`src/hw/rtl/ifre_pkg.sv`:
```
package ifre_pkg;

  // Default sizing of the frame store
  localparam int MAX_DIM_DEF     = 64;
  localparam int STORE_DEPTH_DEF = 4096;

  // Depth of the queue between front and back
  localparam int QUEUE_DEPTH = 4;

  // Field widths
  localparam int PIXEL_W     = 8;
  localparam int COORD_W     = 6;
  localparam int MODE_W      = 3;
  localparam int DIM_REG_W   = 7;
  localparam int CFG_INDEX_W = 2;
  localparam int CFG_DATA_W  = 7;

  // Register indexes
  localparam logic [CFG_INDEX_W-1:0] REG_MODE   = 2'd0;
  localparam logic [CFG_INDEX_W-1:0] REG_WIDTH  = 2'd1;
  localparam logic [CFG_INDEX_W-1:0] REG_HEIGHT = 2'd2;

  // View modes; codes above MODE_ROT_RIGHT act as identity
  localparam logic [MODE_W-1:0] MODE_IDENT       = 3'd0;
  localparam logic [MODE_W-1:0] MODE_MIRROR_COLS = 3'd1;
  localparam logic [MODE_W-1:0] MODE_MIRROR_ROWS = 3'd2;
  localparam logic [MODE_W-1:0] MODE_ROT_LEFT    = 3'd3;
  localparam logic [MODE_W-1:0] MODE_ROT_RIGHT   = 3'd4;

  // Item kinds
  localparam logic KIND_LOAD = 1'b0;
  localparam logic KIND_READ = 1'b1;

  // Register reset values
  localparam logic [MODE_W-1:0]    MODE_RST = MODE_IDENT;
  localparam logic [DIM_REG_W-1:0] DIM_RST  = 7'd64;

  typedef struct packed {
    logic               kind;
    logic [PIXEL_W-1:0] pixel_in;
  } in_item_t;

  typedef struct packed {
    logic [PIXEL_W-1:0] pixel_out;
    logic [COORD_W-1:0] out_row;
    logic [COORD_W-1:0] out_col;
    logic               frame_last;
    logic               ready_res;
  } out_item_t;

  // Classified operation handed from front to back
  typedef struct packed {
    logic               is_load;
    logic               ready_res;
    logic               addr_ok;
    logic               frame_last;
    logic [COORD_W-1:0] row;
    logic [COORD_W-1:0] col;
    logic [PIXEL_W-1:0] pixel;
  } op_t;

endpackage

```
`src/hw/rtl/ifre_queue.sv`:
```
module ifre_queue import ifre_pkg::*; #(
  parameter int DATA_W = 8
) (
  input  logic              clk,
  input  logic              rst,
  input  logic              push_valid,
  output logic              push_ready,
  input  logic [DATA_W-1:0] push_data,
  output logic              pop_valid,
  input  logic              pop,
  output logic [DATA_W-1:0] pop_data
);

  localparam int PW = $clog2(QUEUE_DEPTH);
  localparam int CW = $clog2(QUEUE_DEPTH + 1);

  logic [DATA_W-1:0] entries [QUEUE_DEPTH];
  logic [PW-1:0]     wr_ptr, rd_ptr;
  logic [CW-1:0]     count;
  logic              do_push, do_pop;

  assign push_ready = (count != CW'(QUEUE_DEPTH));
  assign pop_valid  = (count != '0);
  assign pop_data   = entries[rd_ptr];
  assign do_push    = push_valid && push_ready;
  assign do_pop     = pop && pop_valid;

  always_ff @(posedge clk) begin
    if (do_push) begin
      entries[wr_ptr] <= push_data;
    end
  end

  always_ff @(posedge clk) begin
    if (rst) begin
      wr_ptr <= '0;
      rd_ptr <= '0;
      count  <= '0;
    end else begin
      if (do_push) begin
        wr_ptr <= (wr_ptr == PW'(QUEUE_DEPTH - 1)) ? '0 : wr_ptr + PW'(1);
      end
      if (do_pop) begin
        rd_ptr <= (rd_ptr == PW'(QUEUE_DEPTH - 1)) ? '0 : rd_ptr + PW'(1);
      end
      if (do_push && !do_pop) begin
        count <= count + CW'(1);
      end else if (do_pop && !do_push) begin
        count <= count - CW'(1);
      end
    end
  end

endmodule

```
`config.mk`:
```
export PLATFORM = sky130hd
export DESIGN_NAME = ifre_queue
export DESIGN_NICKNAME = d
export VERILOG_FILES = /design/src/hw/rtl/ifre_pkg.sv /design/src/hw/rtl/ifre_queue.sv
export SDC_FILE = /design/constraint.sdc
export NUM_CORES = 1
export LEC_CHECK = 0
export BUFFER_PORTS_ARGS = -buffer_cell sky130_fd_sc_hd__buf_2
export CORE_UTILIZATION = 49
export DETAILED_ROUTE_END_ITERATION = 8
export GPL_ROUTABILITY_DRIVEN = 0
export PLACE_DENSITY_LB_ADDON = 0.12
export SLEW_MARGIN = 15
export SYNTH_ARGS = -nofsm -noshare
export SYNTH_HDL_FRONTEND = slang
export SYNTH_SLANG_ARGS = --single-unit
```
`constraint.sdc`:
```
create_clock -name clk -period 2.7 [get_ports clk]
set_input_delay 0.54 -clock clk [delete_from_list [all_inputs] [get_ports clk]]
set_output_delay 0.54 -clock clk [all_outputs]
set_load 0.005 [all_outputs]
```
== Yosys cells after proc, flatten, opt, wreduce, memory -nomap -nowiden ==
Memories as Yosys holds them, arrays and structs flattened. A register that Yosys moved wholly into a read port is not among the register bits.
Index checks and enable logic that the tools add are counted.

* Register bits after elaboration: 7
* Bits in latches: 0
* RAM bits: 32
* Memory bits (read-only): 0
* Output and inout port bits: 10
* Word-level logic and storage cells: 27
* Memories: 1

{| class="wikitable"
|+ Memories
! name !! words !! bits a word !! read ports !! clocked after Yosys merged registers in !! wr ports !! RTL line !! RTL
|-
| entries || 4 || 8 || 1 || 1 || 1 || ifre_queue.sv:17 || <nowiki>logic [DATA_W-1:0] entries [QUEUE_DEPTH];</nowiki>
|}

* $add $sub $neg: 4
* Multiply operators: 0
* Div/mod/pow operators: 0
* Order comparisons: 0
* Equality and inequality tests: 3
* Shift operators: 0
* Muxes and demuxes: 8
* Bitwise logic cells: 0
* Reductions and logical operators: 8

{| class="wikitable"
|+ Operator list
! kind !! count
|-
| $mux 2 || 4
|-
| $mux 3 || 2
|-
| $add 2x1->2 const B || 2
|-
| $eq 2x2->1 const B || 2
|-
| $logic_and 1x1->1 || 4
|-
| $add 3x1->3 const B || 1
|-
| $ne 3x3->1 const B || 1
|-
| $reduce_bool 3->1 || 1
|-
| $sub 3x1->3 const B || 1
|-
| $logic_not 1->1 || 2
|-
| $mux 1 || 2
|-
| $reduce_bool 2->1 || 1
|}

== Longest topological paths before layout ==
* Depth after elaboration: 6
* Depth in mapped cells: 9
* Depth with buffers taken out: 8

== Worst setup path before layout ==
OpenSTA, ideal clock, no wires.

* Kind: register -> register
* From: reg count[0]
* To: reg count[2]
* Setup time: 70 ps
* Arrival: 2,100 ps
* Required time: 2,630 ps
* Path slack: 530 ps
* Cell stages (with the launch flop): 8
* Buffers on the path: 0
* Clock period less this slack: 2,170 ps
* Cell sequence: dfxtp_1 -> o31ai_1 -> ha_1 -> inv_1 -> fa_1 -> xor2_1 -> or3_2 -> a21oi_1

* Cells in the longest elaborated chain, start to end: 5

{| class="wikitable"
|+ Ends and longest elaborated chain
! item !! RTL line !! RTL
|-
| start, declared || ifre_queue.sv:19 || <nowiki>logic [CW-1:0] count;</nowiki>
|-
| start signal, assigned || ifre_queue.sv:47 || <nowiki>count <= count + CW'(1);</nowiki>
|-
| start signal, assigned || ifre_queue.sv:49 || <nowiki>count <= count - CW'(1);</nowiki>
|-
| branches (longest 5 deep; another with $sub 3x1->3) || n/a ||
|}

Parallel ways; which one is timed is not known. The select of a mux whose other input is x is not followed.
A chain may end at the register's enable or synchronous reset.

== Final worst setup path ==
Ends and elaborated chain as after synthesis.

==> flow_metrics.env <==
export IMPL_end_kind="register"
export IMPL_start_util_pct=52.7
export IMPL_synth_nets=109
export IMPL_combPwrFrac_pct=23.5
export IMPL_hold_violations=0
export IMPL_maxSlewViolCount=0
export IMPL_drc=0
export IMPL_ys_types=26
export IMPL_period_share_pct=90.2
export IMPL_crit_reg2reg_launch="count[0]"
export IMPL_grt_antenna_before_repair=0
export IMPL_grt_setup_unrepaired="false"
export IMPL_routed_via_density=5.19
export IMPL_startpoint="count[0]"
export IMPL_yosysWarnings=0
export IMPL_drtIter0Drc=14
export IMPL_first_global_vias=810
export IMPL_cts_sinks=41
export IMPL_cts_tree="done"
export IMPL_maxCapViolCount=0
export IMPL_syn_inst=90
export IMPL_clkPwrFrac_pct=27.3
export IMPL_path_clk_slew_ns=0.11
export IMPL_cp_data_required_time_ns=2.98
export IMPL_timing_setup_tns_ns=0
export IMPL_ant_nets=0
export IMPL_cts_hold_buf=0
export IMPL_rows=20
export IMPL_path_cells="o31ai_1, ha_1, inv_1, fa_1, xor2_1, or3_2, a21oi_1"
export IMPL_design_core_area_mm2=0.00310
export IMPL_crit_slowest_cell="o31ai_1"
export IMPL_powerDensity_mw_per_mm2=923
export IMPL_grtUsageTotal_pct=16.5
export IMPL_io_pins=22
export IMPL_die_h_um=59.7
export IMPL_setup_viol=0
export IMPL_cts_buffers=5
export IMPL_htreeDepth=2
export IMPL_grt_pass1_wl_um=3890
export IMPL_final_min_clock_period_ns=2.44
export IMPL_critPathMaxStageDelay_ns=0.52
export IMPL_root_buffer="clkbuf_4"
export IMPL_hold_class="input port to register"
export IMPL_outcome="finished clean"
export IMPL_portBuffers=21
export IMPL_cp_start_kind="register"
export IMPL_worst_path_max_fanout=5
export IMPL_min_delay_start="push_data[3]"
export IMPL_critPathArrivalTime_ns=2.72
export IMPL_leakage_nw=0.699
export IMPL_vdd_ir_drop_max_mv=0.637
export IMPL_max_slew_margin_pct=62.6
export IMPL_grt_max_degree=14
export IMPL_criticalPathCategory="register to register"
export IMPL_layout_drive_gt1_share_pct=39.1
export IMPL_via_count=825
export IMPL_switchingPower_w=0.000447
export IMPL_gr_total_overflow=0
export IMPL_avgSynthCellArea_um2=18.2
export IMPL_hpwl_um=1670
export IMPL_synthTopCellsByArea="edfxtp_1 59%, dfxtp_1 11%, mux4_2 11%, ha_1 4.6%, mux2i_1 1.8%"
export IMPL_syn_area_mm2=0.00163
export IMPL_worstMarginPinSlew_ns=0.556
export IMPL_cts_buffer_depth=2
export IMPL_drtPass1Iterations=4
export IMPL_switching_share_pct=25.8
export IMPL_clock_latency_ns=0.34
export IMPL_num_antenna_cells=0
export IMPL_ys_seq_elements=41
export IMPL_nNetsFinal=133
export IMPL_synth_largest_area_cell="edfxtp_1"
export IMPL_fill_cells=280
export IMPL_post_cts_buffers=0
export IMPL_p_int_w=0.00129
export IMPL_synthToLayoutAreaGrowth_pct=15.0
export IMPL_post_cts_resized=0
export IMPL_synth_top_area_share_pct=58.8
export IMPL_max_freq_ghz=0.411
export IMPL_ys_seq_area_share_pct=69.8
export IMPL_skew_ns=0.00715
export IMPL_finalPower_w=0.00173
export IMPL_die_width_um=59.7
export IMPL_die_area_mm2=0.00357
export IMPL_drt_wl_total_um=2440
export IMPL_power_frac_seq_pct=49.1
export IMPL_wl_per_cell_um=15.3
-- layout make-up --
type	count	area (um^2)	area share, %
multi-input cells	42	464	24.7
flip-flops and latches	41	1140	60.7
well taps	44	55.1	2.93
repair buffers	21	105	5.59
clock inverters	3	65.1	3.46
clock buffers	5	37.5	2.00
inverters	3	11.3	0.599
-- cell families after synthesis --
family,after synthesis,share of synthesized area [%]
flops,41,69.8
simple gates,17,6.51
mux,11,12.9
buf+inv,7,1.76
compound gates,5,2.14
xor+xnor,2,1.07
fa+ha+maj,7,5.82
-- through the flow --
stage	std cells	cell area (um^2)	util [%]	setup WS [ns]	hold WS, ns
floorplan	90	1630	-	0.530	0.463
global placement	151	1780	57.3	0.434	0.477
detailed placement	151	1780	57.3	0.281	0.492
CTS	159	1880	60.6	0.250	0.384
global route	159	1880	60.6	0.0143	0.364
finish	159	1880	60.6	0.264	0.409
-- registers in the layout, indices dropped and copies added (netlist names), named ones only --
signal	count
entries	32
count	3
rd_ptr	2
wr_ptr	2
-- power by group through the flow --
stage	sequential, W	combinational [W]	clock [W]
2_1_floorplan	0.000826	0.000321	0
3_3_place_gp	0.000863	0.000400	0
3_5_place_dp	0.000870	0.000415	0
4_1_cts	0.000856	0.000417	0.000488
6_report	0.000852	0.000408	0.000474
5_1_grt	0.000868	0.000465	0.000518
-- final timing paths --
path / endpoint / slack (ns) / cells after the start
max reg2reg: count[2] / 0.26 / 7
min reg2reg: register / 0.50 / 2
min: entries[0][3] / 0.41 / 1
max: count[2] / 0.26 / 7
-- cell usage in the layout (no fill, tap or decap), drive strengths merged --
cell / instances
nor2: 3
a21oi: 2
and3: 4
or3: 3
fa: 1
dfxtp: 9
clkbuf: 5
nor3: 1
mux4: 8
clkinv: 1
o21ai: 1
o31ai: 2
nand3: 1
ha: 6
edfxtp: 32
nand2: 1
xor2: 2
mux2i: 3
inv: 3
and2: 1
bufinv: 2
nand2b: 2
buf: 21
or3b: 1
-- layer usage --
layer,up-vias,part of all wire (%),track usage (%),wire [um]
met5,-,0,0,0
met4,0,2.1,7.97,52
met3,6,4.4,7.14,108
met2,21,51,27.8,1250
met1,409,42,17.8,1020
li1,389,-,-,-
-- critical path: cells and delay by family (launching register included) --
family | cells | cell delay, ns
adder cells (fa/ha/maj) | 2 | 0.69
AO/OA/AOI/OAI | 2 | 0.67
AND/OR/NAND/NOR | 1 | 0.40
flip-flops | 1 | 0.38
XOR/XNOR | 1 | 0.16
buffers and inverters | 1 | 0.07
-- synthesized netlist by cell type --
master	count
edfxtp_1	32
and3_2	4
dfxtp_1	9
xor2_1	2
and2_4	1
nor2_1	3
o21ai_0	1
or3b_1	1
or3_2	2
mux4_2	8
clkbuf_1	1
ha_1	6
or3_1	1
o31ai_1	1
nand2_1	1
buf_1	1
o31ai_2	1
fa_1	1
buf_2	1
mux2i_1	3
nor3_1	1
inv_1	3
a21oi_1	2
clkbuf_2	1
nand2b_1	2
nand3_1	1
Note: power is estimated with default switching activity, not from simulation.
