`config.mk`:
```
export PLATFORM = sky130hd
export DESIGN_NAME = ifre_front
export DESIGN_NICKNAME = d
export VERILOG_FILES = /design/src/hw/rtl/ifre_pkg.sv /design/src/hw/rtl/ifre_front.sv
export SDC_FILE = /design/constraint.sdc
export NUM_CORES = 1
export LEC_CHECK = 0
export ABC_AREA = 1
export BUFFER_PORTS_ARGS = -buffer_cell sky130_fd_sc_hd__buf_4
export CORE_AREA = 5 5 127 129
export DETAILED_ROUTE_END_ITERATION = 8
export DIE_AREA = 0 0 132 134
export GPL_ROUTABILITY_DRIVEN = 0
export PLACE_DENSITY = 0.61
export SYNTH_ARGS = -nofsm -noshare
export SYNTH_HDL_FRONTEND = slang
export SYNTH_SLANG_ARGS = --single-unit
```
`constraint.sdc`:
```
create_clock -name clk -period 5.65 [get_ports clk]
set_input_delay 0.565 -clock clk [delete_from_list [all_inputs] [get_ports clk]]
set_output_delay 0.565 -clock clk [all_outputs]
set_load 0.005 [all_outputs]
```
`src/hw/rtl/ifre_pkg.sv`:
```
package ifre_pkg;

  // Default sizing of the frame store
  localparam int MAX_DIM_DEF     = 64;
  localparam int STORE_DEPTH_DEF = 4096;

  // Depth of the queue between front and back
  localparam int QUEUE_DEPTH = 4;

  // Field widths
  localparam int PIXEL_W     = 8;
  localparam int COORD_W     = 6;
  localparam int MODE_W      = 3;
  localparam int DIM_REG_W   = 7;
  localparam int CFG_INDEX_W = 2;
  localparam int CFG_DATA_W  = 7;

  // Register indexes
  localparam logic [CFG_INDEX_W-1:0] REG_MODE   = 2'd0;
  localparam logic [CFG_INDEX_W-1:0] REG_WIDTH  = 2'd1;
  localparam logic [CFG_INDEX_W-1:0] REG_HEIGHT = 2'd2;

  // View modes; codes above MODE_ROT_RIGHT act as identity
  localparam logic [MODE_W-1:0] MODE_IDENT       = 3'd0;
  localparam logic [MODE_W-1:0] MODE_MIRROR_COLS = 3'd1;
  localparam logic [MODE_W-1:0] MODE_MIRROR_ROWS = 3'd2;
  localparam logic [MODE_W-1:0] MODE_ROT_LEFT    = 3'd3;
  localparam logic [MODE_W-1:0] MODE_ROT_RIGHT   = 3'd4;

  // Item kinds
  localparam logic KIND_LOAD = 1'b0;
  localparam logic KIND_READ = 1'b1;

  // Register reset values
  localparam logic [MODE_W-1:0]    MODE_RST = MODE_IDENT;
  localparam logic [DIM_REG_W-1:0] DIM_RST  = 7'd64;

  typedef struct packed {
    logic               kind;
    logic [PIXEL_W-1:0] pixel_in;
  } in_item_t;

  typedef struct packed {
    logic [PIXEL_W-1:0] pixel_out;
    logic [COORD_W-1:0] out_row;
    logic [COORD_W-1:0] out_col;
    logic               frame_last;
    logic               ready_res;
  } out_item_t;

  // Classified operation handed from front to back
  typedef struct packed {
    logic               is_load;
    logic               ready_res;
    logic               addr_ok;
    logic               frame_last;
    logic [COORD_W-1:0] row;
    logic [COORD_W-1:0] col;
    logic [PIXEL_W-1:0] pixel;
  } op_t;

endpackage

```
`src/hw/rtl/ifre_front.sv`:
```
module ifre_front import ifre_pkg::*; #(
  parameter int MAX_DIM     = MAX_DIM_DEF,
  parameter int STORE_DEPTH = STORE_DEPTH_DEF
) (
  input  logic                           clk,
  input  logic                           rst,
  input  logic                           item_valid,
  output logic                           item_ready,
  input  in_item_t                       item,
  input  logic                           cfg_valid,
  output logic                           cfg_ready,
  input  logic [CFG_INDEX_W-1:0]         cfg_index,
  input  logic [CFG_DATA_W-1:0]          cfg_data,
  output logic                           push_valid,
  input  logic                           push_ready,
  output op_t                            push_op,
  output logic [$clog2(STORE_DEPTH)-1:0] push_addr
);

  localparam int AW = $clog2(STORE_DEPTH);
  localparam int RW = $clog2(MAX_DIM);
  localparam int EW = ($clog2(MAX_DIM + 1) > DIM_REG_W) ? $clog2(MAX_DIM + 1) : DIM_REG_W;
  localparam int IW = $clog2(MAX_DIM * MAX_DIM);

  logic [MODE_W-1:0]    mode, mode_next;
  logic [DIM_REG_W-1:0] frame_width, frame_width_next;
  logic [DIM_REG_W-1:0] frame_height, frame_height_next;
  logic [RW-1:0]        load_row, load_row_next, load_col, load_col_next;
  logic [RW-1:0]        emit_row, emit_row_next, emit_col, emit_col_next;
  logic                 frame_full, frame_full_next;

  logic [EW-1:0] w_eff, h_eff, out_rows, out_cols;
  logic [EW-1:0] w_ext, h_ext;
  logic          rot;
  logic [RW-1:0] lr, lc, ei, ej, sr, sc, row_sel, col_sel;
  logic [EW-1:0] w_minus_j, h_minus_i, w_minus_i, h_minus_j;
  logic [IW-1:0] idx;
  logic          accept, emit_last;

  assign w_ext = EW'(frame_width);
  assign h_ext = EW'(frame_height);

  // Clamp dimensions to 1..MAX_DIM
  always_comb begin
    if (frame_width == '0) begin
      w_eff = EW'(1);
    end else if (w_ext > EW'(MAX_DIM)) begin
      w_eff = EW'(MAX_DIM);
    end else begin
      w_eff = w_ext;
    end
    if (frame_height == '0) begin
      h_eff = EW'(1);
    end else if (h_ext > EW'(MAX_DIM)) begin
      h_eff = EW'(MAX_DIM);
    end else begin
      h_eff = h_ext;
    end
  end

  assign rot      = (mode == MODE_ROT_LEFT) || (mode == MODE_ROT_RIGHT);
  assign out_rows = rot ? w_eff : h_eff;
  assign out_cols = rot ? h_eff : w_eff;

  // Restart positions that fell outside the current frame
  always_comb begin
    if (EW'(load_row) >= h_eff || EW'(load_col) >= w_eff) begin
      lr = '0;
      lc = '0;
    end else begin
      lr = load_row;
      lc = load_col;
    end
    if (EW'(emit_row) >= out_rows || EW'(emit_col) >= out_cols) begin
      ei = '0;
      ej = '0;
    end else begin
      ei = emit_row;
      ej = emit_col;
    end
  end

  assign w_minus_j = w_eff - EW'(1) - EW'(ej);
  assign h_minus_i = h_eff - EW'(1) - EW'(ei);
  assign w_minus_i = w_eff - EW'(1) - EW'(ei);
  assign h_minus_j = h_eff - EW'(1) - EW'(ej);

  // Source coordinate of the output pixel
  always_comb begin
    case (mode)
      MODE_MIRROR_COLS: begin
        sr = ei;
        sc = RW'(w_minus_j);
      end
      MODE_MIRROR_ROWS: begin
        sr = RW'(h_minus_i);
        sc = ej;
      end
      MODE_ROT_LEFT: begin
        sr = ej;
        sc = RW'(w_minus_i);
      end
      MODE_ROT_RIGHT: begin
        sr = RW'(h_minus_j);
        sc = ei;
      end
      default: begin
        sr = ei;
        sc = ej;
      end
    endcase
  end

  assign emit_last = (EW'(ei) + EW'(1) == out_rows) && (EW'(ej) + EW'(1) == out_cols);

  // One address unit shared by loads and reads
  assign row_sel   = (item.kind == KIND_LOAD) ? lr : sr;
  assign col_sel   = (item.kind == KIND_LOAD) ? lc : sc;
  assign idx       = IW'(row_sel) * IW'(MAX_DIM) + IW'(col_sel);
  assign push_addr = AW'(idx);

  assign accept     = item_valid && push_ready;
  assign item_ready = push_ready;
  assign push_valid = item_valid;
  assign cfg_ready  = 1'b1;

  always_comb begin
    push_op            = '0;
    push_op.is_load    = (item.kind == KIND_LOAD);
    push_op.pixel      = item.pixel_in;
    if (item.kind == KIND_LOAD) begin
      push_op.addr_ok = (32'(idx) < 32'(STORE_DEPTH));
    end else if (frame_full) begin
      push_op.ready_res  = 1'b1;
      push_op.addr_ok    = (32'(idx) < 32'(STORE_DEPTH));
      push_op.frame_last = emit_last;
      push_op.row        = COORD_W'(ei);
      push_op.col        = COORD_W'(ej);
    end
  end

  always_comb begin
    mode_next         = mode;
    frame_width_next  = frame_width;
    frame_height_next = frame_height;
    load_row_next     = load_row;
    load_col_next     = load_col;
    emit_row_next     = emit_row;
    emit_col_next     = emit_col;
    frame_full_next   = frame_full;

    if (accept) begin
      if (item.kind == KIND_LOAD) begin
        frame_full_next = 1'b0;
        if (EW'(lc) + EW'(1) < w_eff) begin
          load_row_next = lr;
          load_col_next = lc + RW'(1);
        end else begin
          load_col_next = '0;
          if (EW'(lr) + EW'(1) < h_eff) begin
            load_row_next = lr + RW'(1);
          end else begin
            load_row_next   = '0;
            frame_full_next = 1'b1;
            emit_row_next   = '0;
            emit_col_next   = '0;
          end
        end
      end else if (frame_full) begin
        if (EW'(ej) + EW'(1) < out_cols) begin
          emit_row_next = ei;
          emit_col_next = ej + RW'(1);
        end else begin
          emit_col_next = '0;
          emit_row_next = (EW'(ei) + EW'(1) < out_rows) ? ei + RW'(1) : '0;
        end
      end
    end

    if (cfg_valid) begin
      case (cfg_index)
        REG_MODE: begin
          mode_next     = cfg_data[MODE_W-1:0];
          emit_row_next = '0;
          emit_col_next = '0;
        end
        REG_WIDTH, REG_HEIGHT: begin
          if (cfg_index == REG_WIDTH) begin
            frame_width_next = cfg_data;
          end else begin
            frame_height_next = cfg_data;
          end
          load_row_next   = '0;
          load_col_next   = '0;
          emit_row_next   = '0;
          emit_col_next   = '0;
          frame_full_next = 1'b0;
        end
        default: begin
        end
      endcase
    end
  end

  always_ff @(posedge clk) begin
    if (rst) begin
      mode         <= MODE_RST;
      frame_width  <= DIM_RST;
      frame_height <= DIM_RST;
      load_row     <= '0;
      load_col     <= '0;
      emit_row     <= '0;
      emit_col     <= '0;
      frame_full   <= 1'b0;
    end else begin
      mode         <= mode_next;
      frame_width  <= frame_width_next;
      frame_height <= frame_height_next;
      load_row     <= load_row_next;
      load_col     <= load_col_next;
      emit_row     <= emit_row_next;
      emit_col     <= emit_col_next;
      frame_full   <= frame_full_next;
    end
  end

endmodule

```
=== Word level (Yosys, flattened, before mapping) ===
Index checks and enable logic that the tools add are counted.

* Register bits after elaboration: 42
* Bits in latches: 0
* Memory bits (writable): 0
* Memory bits (read-only): 0
* Input bits: 23
* Output and inout port bits: 39
* Logic and storage cells: 108
* Memories kept: 0

* $add $sub $neg: 15
* Multipliers: 0
* Divide/modulo/power cells: 0
* Magnitude comparators: 10
* Equality and inequality tests: 8
* Shift operators: 0
* Multiplexer cells: 52
* Bitwise operators: 2
* Reduce and logical (&&, ||, !) cells: 13

{| class="wikitable"
|+ Operators by type and width
! cell !! count
|-
| $mux 6 || 34
|-
| $mux 7 || 6
|-
| $pmux 6 s3 || 2
|-
| $add 6x1->7 const B || 4
|-
| $ge 6x7->1 || 4
|-
| $lt 7x7->1 || 4
|-
| $add 6x1->6 const B || 4
|-
| $sub 6x6->6 || 4
|-
| $mux 15 || 1
|-
| $eq 7x7->1 || 2
|-
| $gt 7x7->1 const B || 2
|-
| $logic_not 7->1 || 2
|-
| $mux 13 || 1
|-
| $add 12x6->12 || 1
|-
| $sub 6x1->6 const B || 2
|-
| $mux 1 || 8
|-
| $eq 3x2->1 const B || 2
|-
| $reduce_and 3->1 || 2
|-
| $eq 3x1->1 const B || 1
|-
| $eq 3x3->1 const B || 1
|-
| $logic_or 1x1->1 || 3
|-
| $reduce_or 3->1 || 1
|-
| $eq 2x1->1 const B || 1
|-
| $eq 2x2->1 const B || 1
|-
| 5 further kinds || 7
|}

=== Longest topological paths before layout ===
* Depth after elaboration: 16
* Mapped depth: 38
* Gate-level depth less buffers: 38

=== Worst setup path before layout ===
No wires, ideal clock.

* Path type: register to output
* Start point: register frame_width[2]
* End point: output port push_addr[5]
* Data arrival time: 3.966 ns
* Data required time: 5.085 ns
* Slack: 1.119 ns
* Stages on the path, launching flop included: 33
* Path buffers: 0
* Cells stage by stage: dfxtp_1 -> nor2_1 -> nand3_1 -> nand2_1 -> inv_1 -> a21oi_1 -> nand2_1 -> o21ai_0 -> ha_1 -> inv_1 -> nand2_1 -> o21ai_0 -> inv_1 -> nand2_1 -> nand2_1 -> inv_1 -> nor2_2 -> nor2_4 -> nand2_4 -> nor2_1 -> inv_1 -> nand2_1 -> o21ai_0 -> ha_1 -> nand2_1 -> o211a_1 -> or2_2 -> nand2_1 -> a21oi_1 -> xor2_1 -> xor2_1 -> nand2_1 -> a21oi_1

* Word-level cells in the longest chain between the ends: 11
* Elaborated cells between the ends (all ways): 20
* Classes of those cells: add/sub (4); order compare (4); mux (9); reduce/logical (3)

{| class="wikitable"
|+ Ends and longest elaborated chain
! what !! RTL line !! text
|-
| start: declaration || ifre_front.sv:26 || <nowiki>logic [DIM_REG_W-1:0] frame_width, frame_width_next;</nowiki>
|-
| start signal: assignment || ifre_front.sv:217 || <nowiki>frame_width <= frame_width_next;</nowiki>
|-
| $gt 7x7->1 || ifre_front.sv:47 || <nowiki>end else if (w_ext > EW'(MAX_DIM)) begin</nowiki>
|-
| $mux 7 || ifre_front.sv:47 ||
|-
| $mux 7 (*) || ifre_front.sv:45 || <nowiki>if (frame_width == '0) begin</nowiki>
|-
| $mux 7, on equally long branches || ifre_front.sv:62, ifre_front.sv:63 ||
|-
| $ge 6x7->1 || ifre_front.sv:74 || <nowiki>if (EW'(emit_row) >= out_rows || EW'(emit_col) >= out_cols) begin</nowiki>
|-
| $logic_or 1x1->1 || ifre_front.sv:74 ||
|-
| $mux 6 || ifre_front.sv:74 ||
|-
| $sub 6x6->6, on equally long branches || ifre_front.sv:85, ifre_front.sv:83 ||
|-
| $pmux 6 s3 || ifre_front.sv:90 || <nowiki>case (mode)</nowiki>
|-
| $mux 6 (*) || ifre_front.sv:118 || <nowiki>assign col_sel = (item.kind == KIND_LOAD) ? lc : sc;</nowiki>
|-
| $add 12x6->12 (*) || ifre_front.sv:119 || <nowiki>assign idx = IW'(row_sel) * IW'(MAX_DIM) + IW'(col_sel);</nowiki>
|-
| end: declaration || ifre_front.sv:17 || <nowiki>output logic [$clog2(STORE_DEPTH)-1:0] push_addr</nowiki>
|}

Mark *: on every way between the ends. The rest lies on a longest branch, timed or not.

=== Final worst setup path ===
* Start point: register frame_width[6]
* End point: output port push_addr[5]

The elaborated chain is that of the path after synthesis.

==> summary.md <==
| Metric | Value |
|---|---|
| Setup violators final | 0 |
| First-pass GRT wire length | 26.1 mm |
| 1st-pass router iterations | 5 |
| Largest family of logic cells by synthesized area | simple AND/OR/NAND/NOR gates |
| Filler Cells Inserted | 1597 |
| Gate Count Post-Synth | 798 |
| Slowest cell on crit path | dfxtp_1 |
| WL/cell | 16.0 um |
| Vias | 5349 |
| Post-Syn Area | a little over 5000 um2 |
| Final worst-path cycle share | 95.3% |
| Die height | 134 um |
| Routed Antenna Nets | 0 |
| Hold Crit Class | flop to flop |
| Sink Count | 42 |
| CTS Hold Bufs | 0 |
| DR DRC count | 0 |
| Core area | 14900 um2 |
| Critical Path End Type | output pin |
| CP most frequent cell | nand2_1 |
| Overall power | 1010 uW |
| Initial DRC count | 494 |
| Max Cap Viol | 0 |
| Via/cell ratio | 5.22 |
| Antenna violations before repair | 0 |
| P&R area growth vs syn | 14.2% |
| I/O Buffers | 44 |
| Synth Area in Simple Gates | 29.8% |
| Global Route Usage Sum | a little under a fifth |
| Clock slew at reported path FFs | 0.07 ns |
| Clk Latency, worst-skew pair | 0.31 ns |
| Clock skew | approximately 0.008 ns |
| Largest net degree at the start of global routing | 26 |
| CTS tree | done |
| Slew @ Worst Pin | 0.548 ns |
| Dpl hpwl | 13.2 mm |
| CP Class | flop to output pin |
| CP arrival | between 4 and 5 ns |
| Syn_nets | just under 900 |
| Share of async-settable or async-resettable flops after synthesis | 0% |
| Total Routed Length | between 15 and 20 mm |
| Max-slew violation count | 0 |
| Status | complete, no violations |
| IO Count | 62 |
| Req. time, crit path | 5.09 ns |
| Rows | 45 |
| H-tree depth | 2 |
| Design area | 5780 um2 |
| Post-synth EDFFs | 0 |
| Share of layout cells above drive strength 1 | between 10 and 15% |
| Worst slack, placed | 0.530 ns |
| Total gr overflow | 0 |
| Distinct cells, synth | between 40 and 50 |
| Leakage power | 0.00282 uW |
| Synthesized area per cell | between 6 and 7 um2 |
| Multiplexer area fraction after synthesis | 0% |
| Die footprint | about 18000 um2 |
| Sequential-to-total area share from yosys stat | 16.6% |
| P per Cell Area | 174 nW/um2 |
| Final worst slack | 0.263 ns |
| Main flop type after synthesis | dfxtp_1 |
| Longest Clk Path Bufs | 2 |
| Synth Register Bits | 42 |
| Crit path time final | 5.39 ns |
| FMAX | 0.186 GHz |
| Buf/Inv on CP | 4 |
| CTS Buf Count | 5 |
| Fin Setup TNS | 0 ns |
| Relative slew slack | 63.5% |
| Synth Area in XOR/XNOR | slightly above 4% |
| Starting density of the core | 33.9% |
| Maximum VDD drop | ~0.00011 V |
| Crit start category | flop |
| Root Buffer | clkbuf_16 |
| Die width | approximately 130 um |
| Synth Area in Compound Gates | about a fifth |
| Post-DP Area | 5540 um2 |
| ANT cells | 0 |
| Synthesized-area fraction occupied by adder cells | 16.1% |
| Vias in the first global route | 4860 |
| Largest stage delay, worst path | roughly 0.51 ns |
| Synth warn | 0 |
| Critical path fanouts, max | 8 |
| Nets | 922 |
| Hold Fails Final Rpt | 0 |
| CP top delay family | simple AND/OR/NAND/NOR gates |
## tightest hold or removal path, delay by kind of cell (launching register included)
kind            cells  cell delay [ns]
simple gates        1             0.06
flops               1             0.31
compound gates      1             0.06
## where the power goes
group	internal [uW]	leakage, uW	switching [uW]
clock network	169	0.0000752	153
registers	307	0.000342	12.0
logic	133	0.00241	233
total	609	0.00282	399
## cells by family (layout without fill, tap and decap cells)
family / count (synthesis) / count (layout)
XOR/XNOR: 24 / 24
adder cells (fa/ha/maj): 64 / 64
flip-flops: 42 / 42
AO/OA/AOI/OAI: 181 / 181
buffers and inverters: 160 / 197
other: 1 / 1
AND/OR/NAND/NOR: 326 / 327
## routing by layer
layer,track usage (%),wire length (um)
met5,0,0
met4,5.60,340
met3,3.04,931
met2,29.2,7410
met1,24.5,7660
## cells in the final DEF (no fill, tap or decap), drive strengths merged, types with 2 or more instances in the layout
cell	n
clkbuf	5
xor2	17
a31oi	4
a22oi	5
ha	62
o22ai	10
nor3	10
o21ai	75
fa	2
a221oi	4
xnor2	7
a21o	2
or2	4
dfxtp	42
inv	138
a21oi	62
a211oi	4
buf	54
o2111ai	6
nand3	37
nor2	94
nand2	168
nand4	12
o211ai	4
## Yosys cell counts, types with 3 or more instances
master	n	area, um2
nand3_1	28	140
nand2_2	9	56.3
nor3_1	8	40.0
nor2_1	86	323
o211ai_1	4	30.0
or2_2	4	25.0
o2111ai_1	6	52.6
nor2_2	3	18.8
nand3_2	8	80.1
dfxtp_1	42	841
o22ai_1	10	62.6
inv_1	125	469
o21ai_0	65	325
a31oi_1	4	25.0
nor2_4	4	45.0
a221oi_1	4	35.0
a22oi_1	5	37.5
nand4_1	11	68.8
a211oi_1	4	30.0
a21oi_1	61	305
xnor2_1	7	61.3
nand2_4	4	45.0
clkbuf_1	12	45.0
o21ai_1	10	50.1
inv_2	8	30.0
nand2_1	154	578
xor2_1	17	149
ha_1	62	776
buf_4	11	82.6
## metrics by stage
| stage | hold slack [ns] | utilization (%) | instances |
|---|---|---|---|
| finish | 0.466 | 38.7 | 1024 |
| detailed placement | 0.457 | 37.1 | 1014 |
| floorplan | 0.444 | - | 798 |
| global placement | 0.457 | 37.1 | 1014 |
| global route | 0.479 | 38.7 | 1024 |
| CTS | 0.469 | 38.2 | 1022 |
## registers in the layout, summed over array words and instances (netlist names)
signal and flops:
frame_full 1, emit_row 6, mode 3, emit_col 6, load_col 6, load_row 6, frame_height 7, frame_width 7
## cell type report
type	instances	area [um2]	share of cell area, %
Clock buffer	5	125	2.17
Sequential cell	42	841	14.6
Tap cell	188	235	4.07
Multi-Input combinational cell	597	3630	62.8
Clock inverter	3	26.3	0.455
Inverter	135	514	8.90
Timing Repair Buffer	54	405	7.02
## timing repair
action	CTS	global route
endpoints found under the setup margin	0	7
setup buffers	0	1
gates resized for setup	0	18
## path summary, 6_finish.rpt
check	slack, ns	depth (start not counted)	from	end
max	0.26	26	frame_width[6]	push_addr[5]
min	0.47	2	load_col[0]	load_col[0]
max reg2reg	0.84	30	frame_width[6]	emit_row[4]
min reg2reg	0.47	2	load_col[0]	load_col[0]
Power figures use the tool's default switching activity.
